`src/hw/rtl/udpfp_pkg.sv`:
```
// ----------------------------------------------------------------------------
// udpfp_pkg
// Types and constants shared by the UDP frame payload parser.
// ----------------------------------------------------------------------------
package udpfp_pkg;

	localparam int MAX_FRAME_BYTES_DEF = 65536;
	localparam int SUM_W               = 18;

	localparam logic [31:0] LINK_TYPE_RST   = 32'd1;
	localparam logic [31:0] SNAP_LEN_RST    = 32'd65535;
	localparam logic [31:0] LINK_ETHERNET   = 32'd1;
	localparam logic [15:0] ETHERTYPE_IPV4  = 16'h0800;
	localparam logic [7:0]  IP_PROTO_UDP    = 8'h11;
	localparam logic [3:0]  IP_VERSION_4    = 4'd4;
	localparam logic [3:0]  IP_MIN_IHL      = 4'd5;
	localparam int          ETH_HDR         = 14;
	localparam int          UDP_HDR         = 8;
	localparam int          OFF_ETYPE_HI    = 12;
	localparam int          OFF_ETYPE_LO    = 13;
	localparam int          OFF_IP_VER      = 14;
	localparam int          OFF_IP_LEN_HI   = 16;
	localparam int          OFF_IP_LEN_LO   = 17;
	localparam int          OFF_IP_PROTO    = 23;
	localparam int          OFF_L4_MIN      = 34;

	typedef enum logic {
		OP_HEADER = 1'b0,
		OP_BYTE   = 1'b1
	} op_t;

	typedef enum logic {
		KIND_PAYLOAD = 1'b0,
		KIND_STATUS  = 1'b1
	} kind_t;

	typedef enum logic {
		REG_LINK_TYPE = 1'b0,
		REG_SNAP_LEN  = 1'b1
	} reg_idx_t;

	typedef enum logic [3:0] {
		ST_UDP       = 4'd0,
		ST_EMPTY     = 4'd1,
		ST_TRUNC     = 4'd2,
		ST_FATAL     = 4'd3,
		ST_HALTED    = 4'd4,
		ST_NOT_ETH   = 4'd5,
		ST_SHORT_ETH = 4'd6,
		ST_NOT_IPV4  = 4'd7,
		ST_BAD_IHL   = 4'd8,
		ST_IP_BOUNDS = 4'd9,
		ST_NOT_UDP   = 4'd10,
		ST_UDP_BOUND = 4'd11,
		ST_STRAY     = 4'd12
	} status_t;

	typedef struct packed {
		kind_t       kind;
		logic [7:0]  payload_byte;
		logic        last_payload;
		logic [15:0] source_port;
		logic [15:0] destination_port;
		logic [15:0] udp_length;
		status_t     status_code;
	} result_t;

endpackage

```
`src/hw/rtl/udp_frame_payload_parser.sv`:
```
// An accepted word is registered in the input stage, parsed combinationally and
// its results are written into the output queue that feeds the master side.
// Throughput: one input word per cycle while the output queue has room for
// two results; the single output port drains the 4-entry queue.
// Reset: arst_n clears all control state and loads link_type 1 and
// snapshot_length 65535; the block is ready right after reset.
// ----------------------------------------------------------------------------
// udp_frame_payload_parser
// Parses Ethernet/IPv4/UDP headers from capture records and emits the UDP
// payload bytes followed by one status word per frame.
// ----------------------------------------------------------------------------
module udp_frame_payload_parser #(
	parameter int MAX_FRAME_BYTES = udpfp_pkg::MAX_FRAME_BYTES_DEF
) (
	input  logic        clk,
	input  logic        arst_n,
	input  logic        cfg_we,
	input  logic        cfg_addr,
	input  logic [31:0] cfg_wdata,
	input  logic        s_tvalid,
	output logic        s_tready,
	input  logic [71:0] s_tdata,   // captured_length, original_length, data_byte
	input  logic        s_tuser,   // operation
	output logic        m_tvalid,
	input  logic        m_tready,
	output logic [63:0] m_tdata,   // payload_byte, source_port, destination_port,
	                               // udp_length, status_code, zero fill
	output logic        m_tlast,   // last_payload
	output logic        m_tuser    // kind
);

	localparam int OW      = $clog2(MAX_FRAME_BYTES + 1);
	localparam int SW      = udpfp_pkg::SUM_W;
	localparam int DEPTH   = 4;
	localparam int PW      = $clog2(DEPTH);
	localparam int CW      = $clog2(DEPTH + 1);

	// configuration
	logic [31:0] link_type_q;
	logic [31:0] snap_len_q;

	// input stage
	logic        v_s1;
	logic        op_s1;
	logic [31:0] cap_s1;
	logic [31:0] orig_s1;
	logic [7:0]  byte_s1;

	// parser state
	logic             halted_q;
	logic             open_q;
	logic [OW-1:0]    off_q;
	logic [OW-1:0]    len_q;
	logic [7:0]       etype_hi_q;
	logic [3:0]       ihw_q;
	logic [15:0]      ip_tl_q;
	logic [15:0]      sport_q;
	logic [15:0]      dport_q;
	logic [15:0]      ulen_q;
	udpfp_pkg::status_t verdict_q;

	// next state
	logic             halted_d;
	logic             open_d;
	logic [OW-1:0]    off_d;
	logic [OW-1:0]    len_d;
	logic [7:0]       etype_hi_d;
	logic [3:0]       ihw_d;
	logic [15:0]      ip_tl_d;
	logic [15:0]      sport_d;
	logic [15:0]      dport_d;
	logic [15:0]      ulen_d;
	udpfp_pkg::status_t verdict_d;

	udpfp_pkg::result_t res0;
	udpfp_pkg::result_t res1;
	logic [1:0]         n_push;

	// output queue
	udpfp_pkg::result_t fifo_q [DEPTH];
	logic [PW-1:0]      wr_ptr_q;
	logic [PW-1:0]      rd_ptr_q;
	logic [CW-1:0]      cnt_q;
	logic               go;
	logic               pop;
	udpfp_pkg::result_t head;

	function automatic udpfp_pkg::result_t mk_status(
		input udpfp_pkg::status_t st,
		input logic [15:0]        sp,
		input logic [15:0]        dp,
		input logic [15:0]        ul
	);
		udpfp_pkg::result_t r;
		r.kind         = udpfp_pkg::KIND_STATUS;
		r.payload_byte = '0;
		r.last_payload = 1'b0;
		r.status_code  = st;
		if (st == udpfp_pkg::ST_UDP) begin
			r.source_port      = sp;
			r.destination_port = dp;
			r.udp_length       = ul;
		end else begin
			r.source_port      = '0;
			r.destination_port = '0;
			r.udp_length       = '0;
		end
		return r;
	endfunction

	assign go       = v_s1 && (cnt_q <= CW'(DEPTH - 2));
	assign s_tready = !v_s1 || go;
	assign pop      = m_tvalid && m_tready;

	always_ff @(posedge clk or negedge arst_n) begin
		if (!arst_n) begin
			link_type_q <= udpfp_pkg::LINK_TYPE_RST;
			snap_len_q  <= udpfp_pkg::SNAP_LEN_RST;
		end else if (cfg_we) begin
			case (cfg_addr)
				udpfp_pkg::REG_LINK_TYPE: link_type_q <= cfg_wdata;
				udpfp_pkg::REG_SNAP_LEN:  snap_len_q  <= cfg_wdata;
				default: ;
			endcase
		end
	end

	always_ff @(posedge clk or negedge arst_n) begin
		if (!arst_n) begin
			v_s1 <= 1'b0;
		end else if (s_tready) begin
			v_s1 <= s_tvalid;
		end
	end

	always_ff @(posedge clk) begin
		if (s_tready && s_tvalid) begin
			op_s1   <= s_tuser;
			cap_s1  <= s_tdata[31:0];
			orig_s1 <= s_tdata[63:32];
			byte_s1 <= s_tdata[71:64];
		end
	end

	always_comb begin
		logic [SW-1:0] o;
		logic [SW-1:0] len;
		logic [SW-1:0] h;
		logic [SW-1:0] hn;
		logic [SW-1:0] u;
		logic [SW-1:0] tl;
		logic [SW-1:0] ul;
		logic [15:0]   tl_new;
		logic [15:0]   ul_new;
		logic          fatal;

		halted_d   = halted_q;
		open_d     = open_q;
		off_d      = off_q;
		len_d      = len_q;
		etype_hi_d = etype_hi_q;
		ihw_d      = ihw_q;
		ip_tl_d    = ip_tl_q;
		sport_d    = sport_q;
		dport_d    = dport_q;
		ulen_d     = ulen_q;
		verdict_d  = verdict_q;
		res0       = mk_status(udpfp_pkg::ST_HALTED, '0, '0, '0);
		res1       = res0;
		n_push     = 2'd0;

		o      = SW'(off_q);
		len    = SW'(len_q);
		h      = SW'({ihw_q, 2'b00});
		hn     = SW'({byte_s1[3:0], 2'b00});
		u      = SW'(udpfp_pkg::ETH_HDR) + h;
		tl     = SW'(ip_tl_q);
		ul     = SW'(ulen_q);
		tl_new = {ip_tl_q[15:8], byte_s1};
		ul_new = {ulen_q[15:8], byte_s1};
		fatal  = (orig_s1 < cap_s1) || (cap_s1 > snap_len_q) ||
		         ({1'b0, cap_s1} > 33'(MAX_FRAME_BYTES));

		if (halted_q) begin
			n_push = 2'd1;
		end else if (op_s1 == udpfp_pkg::OP_HEADER) begin
			if (open_q) begin
				res0   = mk_status(udpfp_pkg::ST_TRUNC, sport_q, dport_q, ulen_q);
				n_push = 2'd1;
			end
			open_d    = 1'b0;
			sport_d   = '0;
			dport_d   = '0;
			ulen_d    = '0;
			etype_hi_d = '0;
			ihw_d     = '0;
			ip_tl_d   = '0;
			off_d     = '0;
			len_d     = '0;
			verdict_d = udpfp_pkg::ST_UDP;
			if (fatal) begin
				halted_d = 1'b1;
				res1     = mk_status(udpfp_pkg::ST_FATAL, '0, '0, '0);
				n_push   = n_push + 2'd1;
			end else if (cap_s1 == '0) begin
				res1   = mk_status((orig_s1 != '0) ? udpfp_pkg::ST_TRUNC : udpfp_pkg::ST_EMPTY,
				                   '0, '0, '0);
				n_push = n_push + 2'd1;
			end else begin
				len_d  = cap_s1[OW-1:0];
				open_d = 1'b1;
				if (cap_s1 < orig_s1) begin
					verdict_d = udpfp_pkg::ST_TRUNC;
				end else if (link_type_q != udpfp_pkg::LINK_ETHERNET) begin
					verdict_d = udpfp_pkg::ST_NOT_ETH;
				end else if (cap_s1 < 32'(udpfp_pkg::ETH_HDR)) begin
					verdict_d = udpfp_pkg::ST_SHORT_ETH;
				end
			end
			// only one result: move it to the first slot
			if (!open_q) begin
				res0 = res1;
			end
		end else if (!open_q) begin
			res0   = mk_status(udpfp_pkg::ST_STRAY, '0, '0, '0);
			n_push = 2'd1;
		end else begin
			if (verdict_q == udpfp_pkg::ST_UDP) begin
				if (o == SW'(udpfp_pkg::OFF_ETYPE_HI)) begin
					etype_hi_d = byte_s1;
				end else if (o == SW'(udpfp_pkg::OFF_ETYPE_LO)) begin
					if ({etype_hi_q, byte_s1} != udpfp_pkg::ETHERTYPE_IPV4) begin
						verdict_d = udpfp_pkg::ST_NOT_IPV4;
					end else if (len <= SW'(udpfp_pkg::ETH_HDR)) begin
						verdict_d = udpfp_pkg::ST_IP_BOUNDS;
					end
				end else if (o == SW'(udpfp_pkg::OFF_IP_VER)) begin
					ihw_d = byte_s1[3:0];
					if (byte_s1[7:4] != udpfp_pkg::IP_VERSION_4 ||
					    byte_s1[3:0] < udpfp_pkg::IP_MIN_IHL) begin
						verdict_d = udpfp_pkg::ST_BAD_IHL;
					end else if (SW'(udpfp_pkg::ETH_HDR) + hn > len) begin
						verdict_d = udpfp_pkg::ST_IP_BOUNDS;
					end
				end else if (o == SW'(udpfp_pkg::OFF_IP_LEN_HI)) begin
					ip_tl_d = {byte_s1, 8'h00};
				end else if (o == SW'(udpfp_pkg::OFF_IP_LEN_LO)) begin
					ip_tl_d = tl_new;
					if (SW'(tl_new) + SW'(udpfp_pkg::ETH_HDR) > len) begin
						verdict_d = udpfp_pkg::ST_IP_BOUNDS;
					end else if (h > SW'(tl_new)) begin
						verdict_d = udpfp_pkg::ST_IP_BOUNDS;
					end
				end else if (o == SW'(udpfp_pkg::OFF_IP_PROTO)) begin
					if (byte_s1 != udpfp_pkg::IP_PROTO_UDP) begin
						verdict_d = udpfp_pkg::ST_NOT_UDP;
					end else if (h + SW'(udpfp_pkg::UDP_HDR) > tl) begin
						verdict_d = udpfp_pkg::ST_UDP_BOUND;
					end
				end else if (o >= SW'(udpfp_pkg::OFF_L4_MIN)) begin
					if (o == u) begin
						sport_d = {byte_s1, 8'h00};
					end else if (o == u + SW'(1)) begin
						sport_d = {sport_q[15:8], byte_s1};
					end else if (o == u + SW'(2)) begin
						dport_d = {byte_s1, 8'h00};
					end else if (o == u + SW'(3)) begin
						dport_d = {dport_q[15:8], byte_s1};
					end else if (o == u + SW'(4)) begin
						ulen_d = {byte_s1, 8'h00};
					end else if (o == u + SW'(5)) begin
						ulen_d = ul_new;
						if (ul_new < 16'(udpfp_pkg::UDP_HDR) || h + SW'(ul_new) > tl) begin
							verdict_d = udpfp_pkg::ST_UDP_BOUND;
						end
					end else if (o >= u + SW'(udpfp_pkg::UDP_HDR) && o < u + ul) begin
						res0.kind             = udpfp_pkg::KIND_PAYLOAD;
						res0.payload_byte     = byte_s1;
						res0.last_payload     = (o == u + ul - SW'(1));
						res0.source_port      = sport_q;
						res0.destination_port = dport_q;
						res0.udp_length       = ulen_q;
						res0.status_code      = udpfp_pkg::ST_UDP;
						n_push                = 2'd1;
					end
				end
			end
			if (o + SW'(1) >= len) begin
				open_d = 1'b0;
				if (n_push == 2'd1) begin
					res1 = mk_status(verdict_d, sport_d, dport_d, ulen_d);
				end else begin
					res0 = mk_status(verdict_d, sport_d, dport_d, ulen_d);
				end
				n_push = n_push + 2'd1;
			end else begin
				off_d = off_q + OW'(1);
			end
		end
	end

	always_ff @(posedge clk or negedge arst_n) begin
		if (!arst_n) begin
			halted_q   <= 1'b0;
			open_q     <= 1'b0;
			off_q      <= '0;
			len_q      <= '0;
			etype_hi_q <= '0;
			ihw_q      <= '0;
			ip_tl_q    <= '0;
			sport_q    <= '0;
			dport_q    <= '0;
			ulen_q     <= '0;
			verdict_q  <= udpfp_pkg::ST_UDP;
		end else if (go) begin
			halted_q   <= halted_d;
			open_q     <= open_d;
			off_q      <= off_d;
			len_q      <= len_d;
			etype_hi_q <= etype_hi_d;
			ihw_q      <= ihw_d;
			ip_tl_q    <= ip_tl_d;
			sport_q    <= sport_d;
			dport_q    <= dport_d;
			ulen_q     <= ulen_d;
			verdict_q  <= verdict_d;
		end
	end

	always_ff @(posedge clk) begin
		if (go && n_push != 2'd0) begin
			fifo_q[wr_ptr_q] <= res0;
		end
		if (go && n_push == 2'd2) begin
			fifo_q[wr_ptr_q + PW'(1)] <= res1;
		end
	end

	always_ff @(posedge clk or negedge arst_n) begin
		if (!arst_n) begin
			wr_ptr_q <= '0;
			rd_ptr_q <= '0;
			cnt_q    <= '0;
		end else begin
			if (go) begin
				wr_ptr_q <= wr_ptr_q + PW'(n_push);
			end
			if (pop) begin
				rd_ptr_q <= rd_ptr_q + PW'(1);
			end
			cnt_q <= cnt_q + (go ? CW'(n_push) : CW'(0)) - (pop ? CW'(1) : CW'(0));
		end
	end

	assign head     = fifo_q[rd_ptr_q];
	assign m_tvalid = (cnt_q != '0);
	assign m_tuser  = head.kind;
	assign m_tlast  = head.last_payload;
	assign m_tdata  = {4'h0, head.status_code, head.udp_length, head.destination_port,
	                   head.source_port, head.payload_byte};

`ifndef NO_ASSERTIONS
	a_fifo_bound: assert property (@(posedge clk) disable iff (!arst_n)
		cnt_q <= CW'(DEPTH))
		else $error("output queue overflow");

	a_halt_sticky: assert property (@(posedge clk) disable iff (!arst_n)
		halted_q |=> halted_q)
		else $error("halt cleared without reset");

	a_stall_holds_s1: assert property (@(posedge clk) disable iff (!arst_n)
		!s_tready |-> v_s1)
		else $error("input stalled with empty stage");

	a_payload_ok: assert property (@(posedge clk) disable iff (!arst_n)
		(m_tvalid && m_tuser == udpfp_pkg::KIND_PAYLOAD) |->
			(head.status_code == udpfp_pkg::ST_UDP))
		else $error("payload word carries a status");
`endif

endmodule
```
`config.mk`:
```
export PLATFORM = sky130hd
export DESIGN_NAME = udp_frame_payload_parser
export DESIGN_NICKNAME = d
export VERILOG_FILES = /design/src/hw/rtl/udpfp_pkg.sv /design/src/hw/rtl/udp_frame_payload_parser.sv
export SDC_FILE = /design/constraint.sdc
export NUM_CORES = 1
export LEC_CHECK = 0
export BUFFER_PORTS_ARGS = -buffer_cell sky130_fd_sc_hd__buf_2
export CELL_PAD_IN_SITES_DETAIL_PLACEMENT = 1
export CELL_PAD_IN_SITES_GLOBAL_PLACEMENT = 1
export CORE_AREA = 3 3 197 296
export DETAILED_ROUTE_END_ITERATION = 8
export DIE_AREA = 0 0 200 299
export GPL_TIMING_DRIVEN = 0
export PLACE_DENSITY = 0.93
export SYNTH_ARGS = -nofsm -noshare
export SYNTH_HDL_FRONTEND = slang
export SYNTH_SLANG_ARGS = --single-unit
export TNS_END_PERCENT = 10
```
`constraint.sdc`:
```
create_clock -name clk -period 17.05 [get_ports clk]
set_clock_uncertainty 0.05 [all_clocks]
set_input_delay 2.5575 -clock clk [delete_from_list [all_inputs] [get_ports clk]]
set_output_delay 2.5575 -clock clk [all_outputs]
set_load 0.1 [all_outputs]
```
* Word level (Yosys, flattened, before mapping)
Memory sizes are Yosys's and may differ from the RTL's.
Cells that the tools add are included.
W data, S select, Z words.
** Storage, ports and cells
- Flip-flop bits (word level) :: 261
- Bits in latches :: 0
- Bits in writable memories :: 248
- ROM bits :: 0
- Input bits :: 111
- Output and inout bits :: 68
- Memories :: 1
** Cells by class
- Add/subtract/negate cells :: 22
- Multipliers :: 0
- Div/mod/pow operators :: 0
- $lt $le $gt $ge :: 18
- Eq/ne operators :: 29
- Shift-type cells :: 0
- Mux-type cells :: 169
- Bitwise logic cells :: 3
- Reduce and logical (&&, ||, !) cells :: 28
** Memory list
- fifo_q :: depth 4, bits a word 62, rd ports 1, clocked after memory_dff 0, wr ports 2, line udp_frame_payload_parser.sv:80 : udpfp_pkg::result_t fifo_q [DEPTH];
** Operator list (count)
- $mux W62 :: 23
- $mux W16 :: 46
- $mux W52 :: 3
- $mux W4 :: 34
- $eq A17 B8 Y1 :: 5
- $mux W17 :: 5
- $lt A32 B32 Y1 :: 2
- $mux W8 :: 8
- $eq A17 B4 Y1 const B :: 3
- $eq A17 B5 Y1 const B :: 3
- $mux W48 :: 1
- $gt A32 B17 Y1 const B :: 1
- $gt A32 B32 Y1 :: 1
- $logic_not A32 Y1 :: 1
- $lt A32 B4 Y1 const B :: 1
- $ne A32 B1 Y1 const B :: 1
- $reduce_bool A32 Y1 :: 1
- $mux W1 :: 29
- $mux W2 :: 13
- $mux W3 :: 7
- $add A17 B1 Y18 const B :: 1
- $eq A17 B18 Y1 :: 1
- $ge A18 B17 Y1 :: 1
- $lt A17 B18 Y1 :: 1
- 48 further kinds :: 77

* Depth between registers and ports, before layout
Gate-level depths: netlist (run 1).
- Depth after elaboration :: 31
- Depth in mapped cells :: 30

* Worst setup path before layout (run 1)
OpenSTA, ideal clock, no wires.
- Path type :: reg2reg
- Start point :: register ihw_q[1]
- End point :: memory fifo_q[0][0] (netlist name), enable pin
- Arrival :: 6442 ps
- Slack :: 10147 ps
- Stages on the path, launching flop included :: 26
- Clock period less this slack :: 6903 ps
- Path through :: dfrtp_1 > inv_1 > ha_1 > a21oi_1 > xnor2_1 > ha_1 > o21ai_0 > a21oi_1 > a21oi_1 > nor2_1 > xor2_1 > inv_1 > ha_1 > nand3_1 > o211ai_1 > or4_1 > o221ai_1 > maj3_1 > o221a_2 > ha_1 > nor2_1 > a211o_1 > o211ai_1 > nand2_1 > clkbuf_1 > nand2_1
** RTL lines
- start, declared :: line udp_frame_payload_parser.sv:55 : logic [3:0] ihw_q;
- start signal, assigned :: line udp_frame_payload_parser.sv:321 : ihw_q <= ihw_d;
- end, declared :: line udp_frame_payload_parser.sv:80

==> results.yml, run 1 <==
timing:
  timing_max_transition_violations_final: 0
  grt_setup_unrepaired: "false"
  setup_violations: 0
  setup-tns-final_ns: 0
  final.min_clock_period_ns: 10.58
  period_share_pct: 62.0
  worst_slew_pin_slew_ns: 1.41
  max_slew_margin_pct: 5.24
  max_clock_freq_mhz: 94.5
  finalHoldViolCount: 0
global_routing:
  grt_util_all_layers_pct: 40.8
  first_pass_grt_wire_length_um: 182000
  via_count_of_the_first_global_routing_pass: 29200
  globalRoute.totalOverflow: 0
  antenna_violations_before_repair: 6
  grt_start_max_net_pins: 108
clocking:
  clockRootBuffer: "clkbuf_16"
  cts_buffers: 49
  cts_setup_buffers: 0
  cts_htree_levels: 2
  clk_pin_slew_worst_paths_ns: 0.07
  cts-hold-fix-buffers: 0
  clockBufferDepth: 3
  clock_sink_count: 509
  cts_tree: "done"
  cts.repair.resized: 0
  clkLatencyLatePin_ns: 0.63
run:
  cap_violations: 0
floorplanning:
  core.rowCount: 106
  core-area_mm2: 0.0558
  die_area_mm2: 0.0598
  start_util_pct: 52.9
  die_x_um: 200
  io_pins: 179
  height_of_the_die_um: 299
setup_path:
  worst-r2r-cell-count: 24
  worstPathMaxFanout: 10
  r2r_end: "fifo_q[1][51]$_DFFE_PP_"
  cp_common_cell: "nor2_1"
  critical_path_class: "reg2reg"
  slowest_delay_ns: 1.14
  reg2reg_slack_ns: 6.47
  rr_startpoint: "byte_s1[3]$_DFFE_PP_"
  crit_arrival_ns: 10.95
  slowest_stage: "xnor2_1"
  cp-end-kind: "flip-flop"
  critical_path.startpoint_type: "flip-flop"
  crit_required_ns: 17.43
  cp_cell_sequence: "clkbuf_1, clkinv_1, ha_1, inv_1, a21oi_1, nor2_1, nor2_1, nor2_1, nor2_1, nor2_1, nand3_1, xnor2_1, ha_1, nand4_1, o41ai_1, a21oi_1, nor3_1, nand3_1, a41oi_2, o22ai_1, a2111oi_4, buf_2, a31oi_1, o22ai_1"
power:
  pwr-share-clk_pct: 21.1
  total_switching_power_mw: 2.62
  total_leakage_power_nw: 12.4
  comb_power_share_pct: 46.5
  pwr_density_cell_mw_per_mm2: 166
  power.ir.vdd_worst_mv: 0.139
  swShare_pct: 47.6
  internal_power_mw: 2.88
  sequentialPowerShare_pct: 32.4
detailed_routing:
  routed_wire_length_um: 123000
  initialDrtViolationCount: 3336
  drc_errors: 0
  firstDrtPassIters: 7
  final_antenna_net_count: 0
  vias_per_cell: 7.11
  detail_route.wl_per_cell_um: 32.4
  detailroute.via_count: 27100
placed_design:
  post-dp-hpwl_um: 87700
  post_dp_cell_area_mm2: 0.0315
  placement.io_buffers: 174
  numPlacedInstances: 3710
  place_congestion: 1.02
layout:
  post_route_cells_drive_above_1_share_pct: 15.1
  final_core_util_pct: 59.4
  design.final.nets: 3301
  layout.cell_area.non_filler_mm2: 0.0332
  post_layout_nonfiller_instances: 3805
  synth_to_layout_area_growth_pct: 12.3
synth:
  synth-edff-count: 281
  synth_async_sr_flop_share_pct: 36.9
  synth_cells: 2772
  ys_types: 87
  ys_dominant_reg_cell: "edfxtp_1"
  syn_avg_cell_area_um2: 10.7
  area_of_the_mapped_netlist_mm2: 0.0295
  synth-seq-cells: 509
  seq_area_frac_synth_pct: 47.3
  yosysWarningCount: 0
hold_path:
  hold_depth: 2
  hp-class: "reg2reg"
  whs_endpoint: "fifo_q[0][53]$_SDFFE_PP0P_"
  worst_hold_startpoint: "fifo_q[0][53]$_SDFFE_PP0P_"
outcome:
  outcome: "finished clean"
[flip-flops by register name, indices dropped and copies added (netlist names), 3 cells and up]
signal,flops
dport_q,16
ip_tl_q,16
verdict_q,4
sport_q,16
orig_s1,32
etype_hi_q,8
len_q,17
snap_len_q,32
ulen_q,16
fifo_q,248
byte_s1,8
ihw_q,4
off_q,17
cnt_q,3
cap_s1,32
link_type_q,32
[routing by layer]
metal	GRT usage, %	share of wire [%]
met1	41.0	31
met2	66.7	47
met3	11.9	9.7
met4	38.2	12
met5	0	0.035
[area by class of cell]
class	instances	area [um^2]
Sequential cell	509	14000
Clock inverter	15	181
Timing Repair Buffer	180	995
Buffer	195	779
Antenna cell	3	7.51
Multi-Input combinational cell	1924	14300
Tap cell	756	946
Clock buffer	76	1460
Fill cell	5950	22700
Inverter	147	552
[cell usage in the layout (no fill, tap or decap), types with 39 or more instances in the layout]
cell and instances:
nand4_1 45, clkbuf_16 52, mux2_2 72, nor3_1 45
o2bb2ai_1 39, o21ai_0 141, ha_1 181, nand2_1 256
edfxtp_1 281, a21oi_1 89, a22o_1 49, nand3_1 154
nor2_1 103, xnor2_1 64, dfxtp_1 40, dfrtp_1 171
mux4_2 62, clkbuf_1 171, o22ai_1 131, inv_1 145
buf_2 186
[kinds of logic (layout without fill, tap and decap cells)]
logic type / after synthesis / in the layout / share of synthesized area (%)
AO/OA/AOI/OAI: 707 / 707 / 16.6
XOR/XNOR: 87 / 87 / 2.58
adder cells (fa/ha/maj): 185 / 185 / 7.90
buffers and inverters: 342 / 613 / 4.50
flip-flops: 509 / 509 / 47.3
multiplexers: 139 / 139 / 7.64
other: 1 / 7 / 0.0127
AND/OR/NAND/NOR: 802 / 802 / 13.5
[synthesized netlist by cell type (19+ instances only)]
cell / n / area [um^2]
nand2b_1: 19 / 119
nand2_1: 260 / 976
and2_1: 26 / 163
o221ai_1: 33 / 289
nand3_1: 154 / 771
mux2_2: 72 / 811
a31oi_1: 19 / 119
a21oi_1: 89 / 445
edfxtp_1: 281 / 8440
mux4_2: 62 / 1400
a22oi_1: 19 / 143
xor2_1: 23 / 201
nor4_1: 39 / 244
o22ai_1: 131 / 820
o2bb2ai_1: 39 / 342
nor2b_1: 31 / 194
o21ai_0: 141 / 706
buf_1: 21 / 78.8
dfrtp_1: 171 / 4280
a22o_1: 49 / 429
a21o_1: 26 / 195
nor2_1: 103 / 387
ha_1: 181 / 2260
nor3_1: 46 / 230
inv_1: 145 / 544
dfxtp_1: 40 / 801
nand4_1: 45 / 282
clkbuf_1: 154 / 578
xnor2_1: 64 / 561
[worst max-delay path by stage]
| stage | from | to | slack [ns] |
|---|---|---|---|
| detailed placement | ihw_q[0]$_DFFE_PN0P_ | fifo_q[0][16]$_DFFE_PP_ | 7.77 |
| CTS | ihw_q[0]$_DFFE_PN0P_ | fifo_q[0][16]$_DFFE_PP_ | 7.66 |
| global route | byte_s1[3]$_DFFE_PP_ | fifo_q[1][51]$_DFFE_PP_ | 6.35 |
| floorplan | ihw_q[1]$_DFFE_PN0P_ | fifo_q[0][0]$_DFFE_PP_ | 10.15 |
| finish | byte_s1[3]$_DFFE_PP_ | fifo_q[1][51]$_DFFE_PP_ | 6.47 |
| global placement | ihw_q[0]$_DFFE_PN0P_ | fifo_q[0][16]$_DFFE_PP_ | 6.86 |
[worst max-delay path, delay by kind of cell (launching register included)]
family,cells,cell delay [ns]
buf+inv,4,2.07
simple gates,9,2.72
xor+xnor,1,1.14
compound gates,8,3.03
flops,1,0.47
fa+ha+maj,2,0.89
[per-stage QoR]
stage	power, mW	worst slack [ns]	hold WS [ns]
floorplan	3.54	10.15	0.388
global placement	4.12	6.86	0.397
detailed placement	4.26	7.77	0.413
CTS	5.42	7.66	0.428
global route	5.65	6.35	0.457
finish	5.50	6.47	0.429
[power groups by stage]
stage	logic (mW)	registers [mW]	clock network, mW
after floorplan	1.82	1.72	0
final	2.56	1.78	1.16
after detailed placement	2.47	1.79	0
after CTS	2.50	1.77	1.15
after global routing	2.66	1.80	1.19
after global placement	2.35	1.77	0
Power figures use the tool's default switching activity.
==> run 2: changes to the inputs <==
--- a/config.mk
+++ b/config.mk
@@ -8,11 +8,11 @@
 export BUFFER_PORTS_ARGS = -buffer_cell sky130_fd_sc_hd__buf_2
 export CELL_PAD_IN_SITES_DETAIL_PLACEMENT = 1
 export CELL_PAD_IN_SITES_GLOBAL_PLACEMENT = 1
-export CORE_AREA = 3 3 197 296
+export CORE_AREA = 3 3 203 304
 export DETAILED_ROUTE_END_ITERATION = 8
-export DIE_AREA = 0 0 200 299
+export DIE_AREA = 0 0 206 307
 export GPL_TIMING_DRIVEN = 0
-export PLACE_DENSITY = 0.93
+export PLACE_DENSITY = 0.89
 export SYNTH_ARGS = -nofsm -noshare
 export SYNTH_HDL_FRONTEND = slang
 export SYNTH_SLANG_ARGS = --single-unit
==> constraint.sdc (replaced) <==
create_clock -name clk -period 10.65 [get_ports clk]
set_clock_uncertainty 0.05 [all_clocks]
set_input_delay 1.5975 -clock clk [delete_from_list [all_inputs] [get_ports clk]]
set_output_delay 1.5975 -clock clk [all_outputs]
set_load 0.1 [all_outputs]
==> run 2 against run 1 <==
Compared with the run above: the flow now finishes with violations (capacitance limit, slew limit); global-route usage down 3.5 points; fmax up 9.1%; cell count up 0.39%; register-to-register slack got worse by 5.5 ns; sequential power rose by 60%; via count shrank 3.5%; sequential share of layout area about the same; setup slack worse by 5.5 ns; design area barely moved; hold slack gained 0.0035 ns; critical endpoint is now fifo_q[0][14]$_DFFE_PP_; largest cell class unchanged.
==> results.yml, run 2 (synthesis gave the netlist of run 1 again) <==
clocking:
  cts-hold-fix-buffers: 0
  clkLatencyLatePin_ns: 0.62
  clockBufferDepth: 3
  cts_buffers: 50
  cts_tree: "done"
  cts.repair.resized: 0
  clk_pin_slew_worst_paths_ns: 0.07
  clock_sink_count: 509
  cts_setup_buffers: 0
  cts_htree_levels: 2
  clockRootBuffer: "clkbuf_16"
power:
  internal_power_mw: 4.61
  sequentialPowerShare_pct: 32.6
  total_switching_power_mw: 4.10
  comb_power_share_pct: 45.9
  pwr_density_cell_mw_per_mm2: 263
  pwr-share-clk_pct: 21.4
  total_leakage_power_nw: 12.4
  power.ir.vdd_worst_mv: 0.231
  swShare_pct: 47.1
global_routing:
  globalRoute.totalOverflow: 0
  via_count_of_the_first_global_routing_pass: 28900
  first_pass_grt_wire_length_um: 177000
  antenna_violations_before_repair: 3
  grt_util_all_layers_pct: 37.3
  grt_start_max_net_pins: 100
hold_path:
  hp-class: "reg2reg"
  whs_endpoint: "fifo_q[2][55]$_SDFFE_PP0N_"
  worst_hold_startpoint: "fifo_q[2][55]$_SDFFE_PP0N_"
  hold_depth: 2
floorplanning:
  core-area_mm2: 0.0592
  height_of_the_die_um: 307
  start_util_pct: 49.9
  core.rowCount: 109
  die_x_um: 206
  die_area_mm2: 0.0632
  io_pins: 179
timing:
  timing_max_transition_violations_final: 2
  setup_violations: 0
  max_slew_margin_pct: -8.59
  setup-tns-final_ns: 0
  grt_setup_unrepaired: "false"
  period_share_pct: 91.1
  max_clock_freq_mhz: 103
  finalHoldViolCount: 0
  worst_slew_pin_slew_ns: 1.61
  final.min_clock_period_ns: 9.70
detailed_routing:
  detailroute.via_count: 26100
  vias_per_cell: 6.84
  initialDrtViolationCount: 2357
  drc_errors: 0
  routed_wire_length_um: 119000
  detail_route.wl_per_cell_um: 31.1
  firstDrtPassIters: 6
  final_antenna_net_count: 0
setup_path:
  critical_path_class: "reg2reg"
  critical_path.startpoint_type: "flip-flop"
  slowest_stage: "clkbuf_1"
  crit_required_ns: 10.72
  reg2reg_slack_ns: 0.95
  worst-r2r-cell-count: 26
  worstPathMaxFanout: 52
  worst-path-buf-inv: 5
  slowest_delay_ns: 0.95
  rr_startpoint: "ihw_q[0]$_DFFE_PN0P_"
  r2r_end: "fifo_q[0][14]$_DFFE_PP_"
  cp_common_cell: "ha_1"
  crit_arrival_ns: 9.77
  worst_path_dominant_cell_family: "compound AO/OA/AOI/OAI gates"
  cp-end-kind: "flip-flop"
layout:
  antennaDiodeCount: 0
  design.final.nets: 3299
  most_frequent_cells_in_the_layout: "281 x edfxtp_1, 256 x nand2_1, 186 x buf_2"
  regMostFlops: "fifo_q"
  post_route_cells_drive_above_1_share_pct: 15.1
  layout.cell_area.non_filler_mm2: 0.0332
  synth_to_layout_area_growth_pct: 12.3
  number_of_flip_flops_under_the_largest_register_name: 248
  final_common_cell: "edfxtp_1"
  final_core_util_pct: 56.0
outcome:
  violations_in_the_final_reports: "capacitance limit, slew limit"
  outcome: "finished with violations"
run:
  cap_violations: 2
placed_design:
  post_dp_cell_area_mm2: 0.0315
  place_congestion: 0.981
  post-dp-hpwl_um: 88100
  placement.io_buffers: 174
## run 2: cell count changes in the layout (fill, tap and decap cells not counted), sizes merged
| cell | delta |
|---|---|
| clkbuf | -13 |
| clkinv | +8 |
| diode | -3 |
| inv | +3 |
| buf | -2 |
| clkinvlp | -2 |
| bufinv | +3 |
## run 2: worst max path at each step
stage	startpoint	endpoint	slack [ns]	cells past startpoint
floorplan	ihw_q[1]$_DFFE_PN0P_	fifo_q[0][0]$_DFFE_PP_	3.75	25
global placement	ihw_q[0]$_DFFE_PN0P_	fifo_q[0][17]$_DFFE_PP_	0.38	26
detailed placement	ihw_q[1]$_DFFE_PN0P_	fifo_q[0][16]$_DFFE_PP_	1.40	25
CTS	ihw_q[0]$_DFFE_PN0P_	fifo_q[0][14]$_DFFE_PP_	1.37	26
global route	ihw_q[0]$_DFFE_PN0P_	fifo_q[0][14]$_DFFE_PP_	0.56	26
finish	ihw_q[0]$_DFFE_PN0P_	fifo_q[0][14]$_DFFE_PP_	0.95	26
## run 2: through the flow
stage | setup WS (ns) | cells | hold slack [ns] | total power [mW]
CTS | 1.37 | 3820 | 0.437 | 8.67
global route | 0.562 | 3820 | 0.455 | 9.03
floorplan | 3.75 | 2775 | 0.388 | 5.66
global placement | 0.385 | 3726 | 0.397 | 6.61
detailed placement | 1.40 | 3729 | 0.417 | 6.80
finish | 0.952 | 3820 | 0.433 | 8.72
## run 2: cell type report
cell class / instances / area, um^2
Buffer: 195 / 778
Clock inverter: 27 / 338
Clock buffer: 64 / 1320
Multi-Input combinational cell: 1924 / 14300
Timing Repair Buffer: 177 / 943
Inverter: 147 / 552
Tap cell: 777 / 972
Fill cell: 6438 / 26000
Sequential cell: 509 / 14000
## run 2: worst min-delay path: stages, from the launching register on
cell	delay, ns
dfxtp_1	0.31
nand3_1	0.06
o21ai_0	0.06
## run 2: power groups by stage
stage / Sequential, mW / Clock (mW) / Combinational, mW
after floorplan: 2.75 / 0 / 2.91
after global placement: 2.83 / 0 / 3.78
after detailed placement: 2.87 / 0 / 3.93
after CTS: 2.84 / 1.87 / 3.96
after global routing: 2.87 / 1.95 / 4.21
final: 2.84 / 1.87 / 4.01
## run 2: per-layer routing
| metal | GRT usage [%] | vias to the layer above | share of wire (%) |
|---|---|---|---|
| met5 | 0 | - | 0.026 |
| met4 | 35.0 | 4 | 12 |
| met3 | 6.64 | 645 | 7.0 |
| met2 | 64.3 | 1637 | 49 |
| met1 | 37.6 | 12900 | 32 |
| li1 | - | 11000 | - |
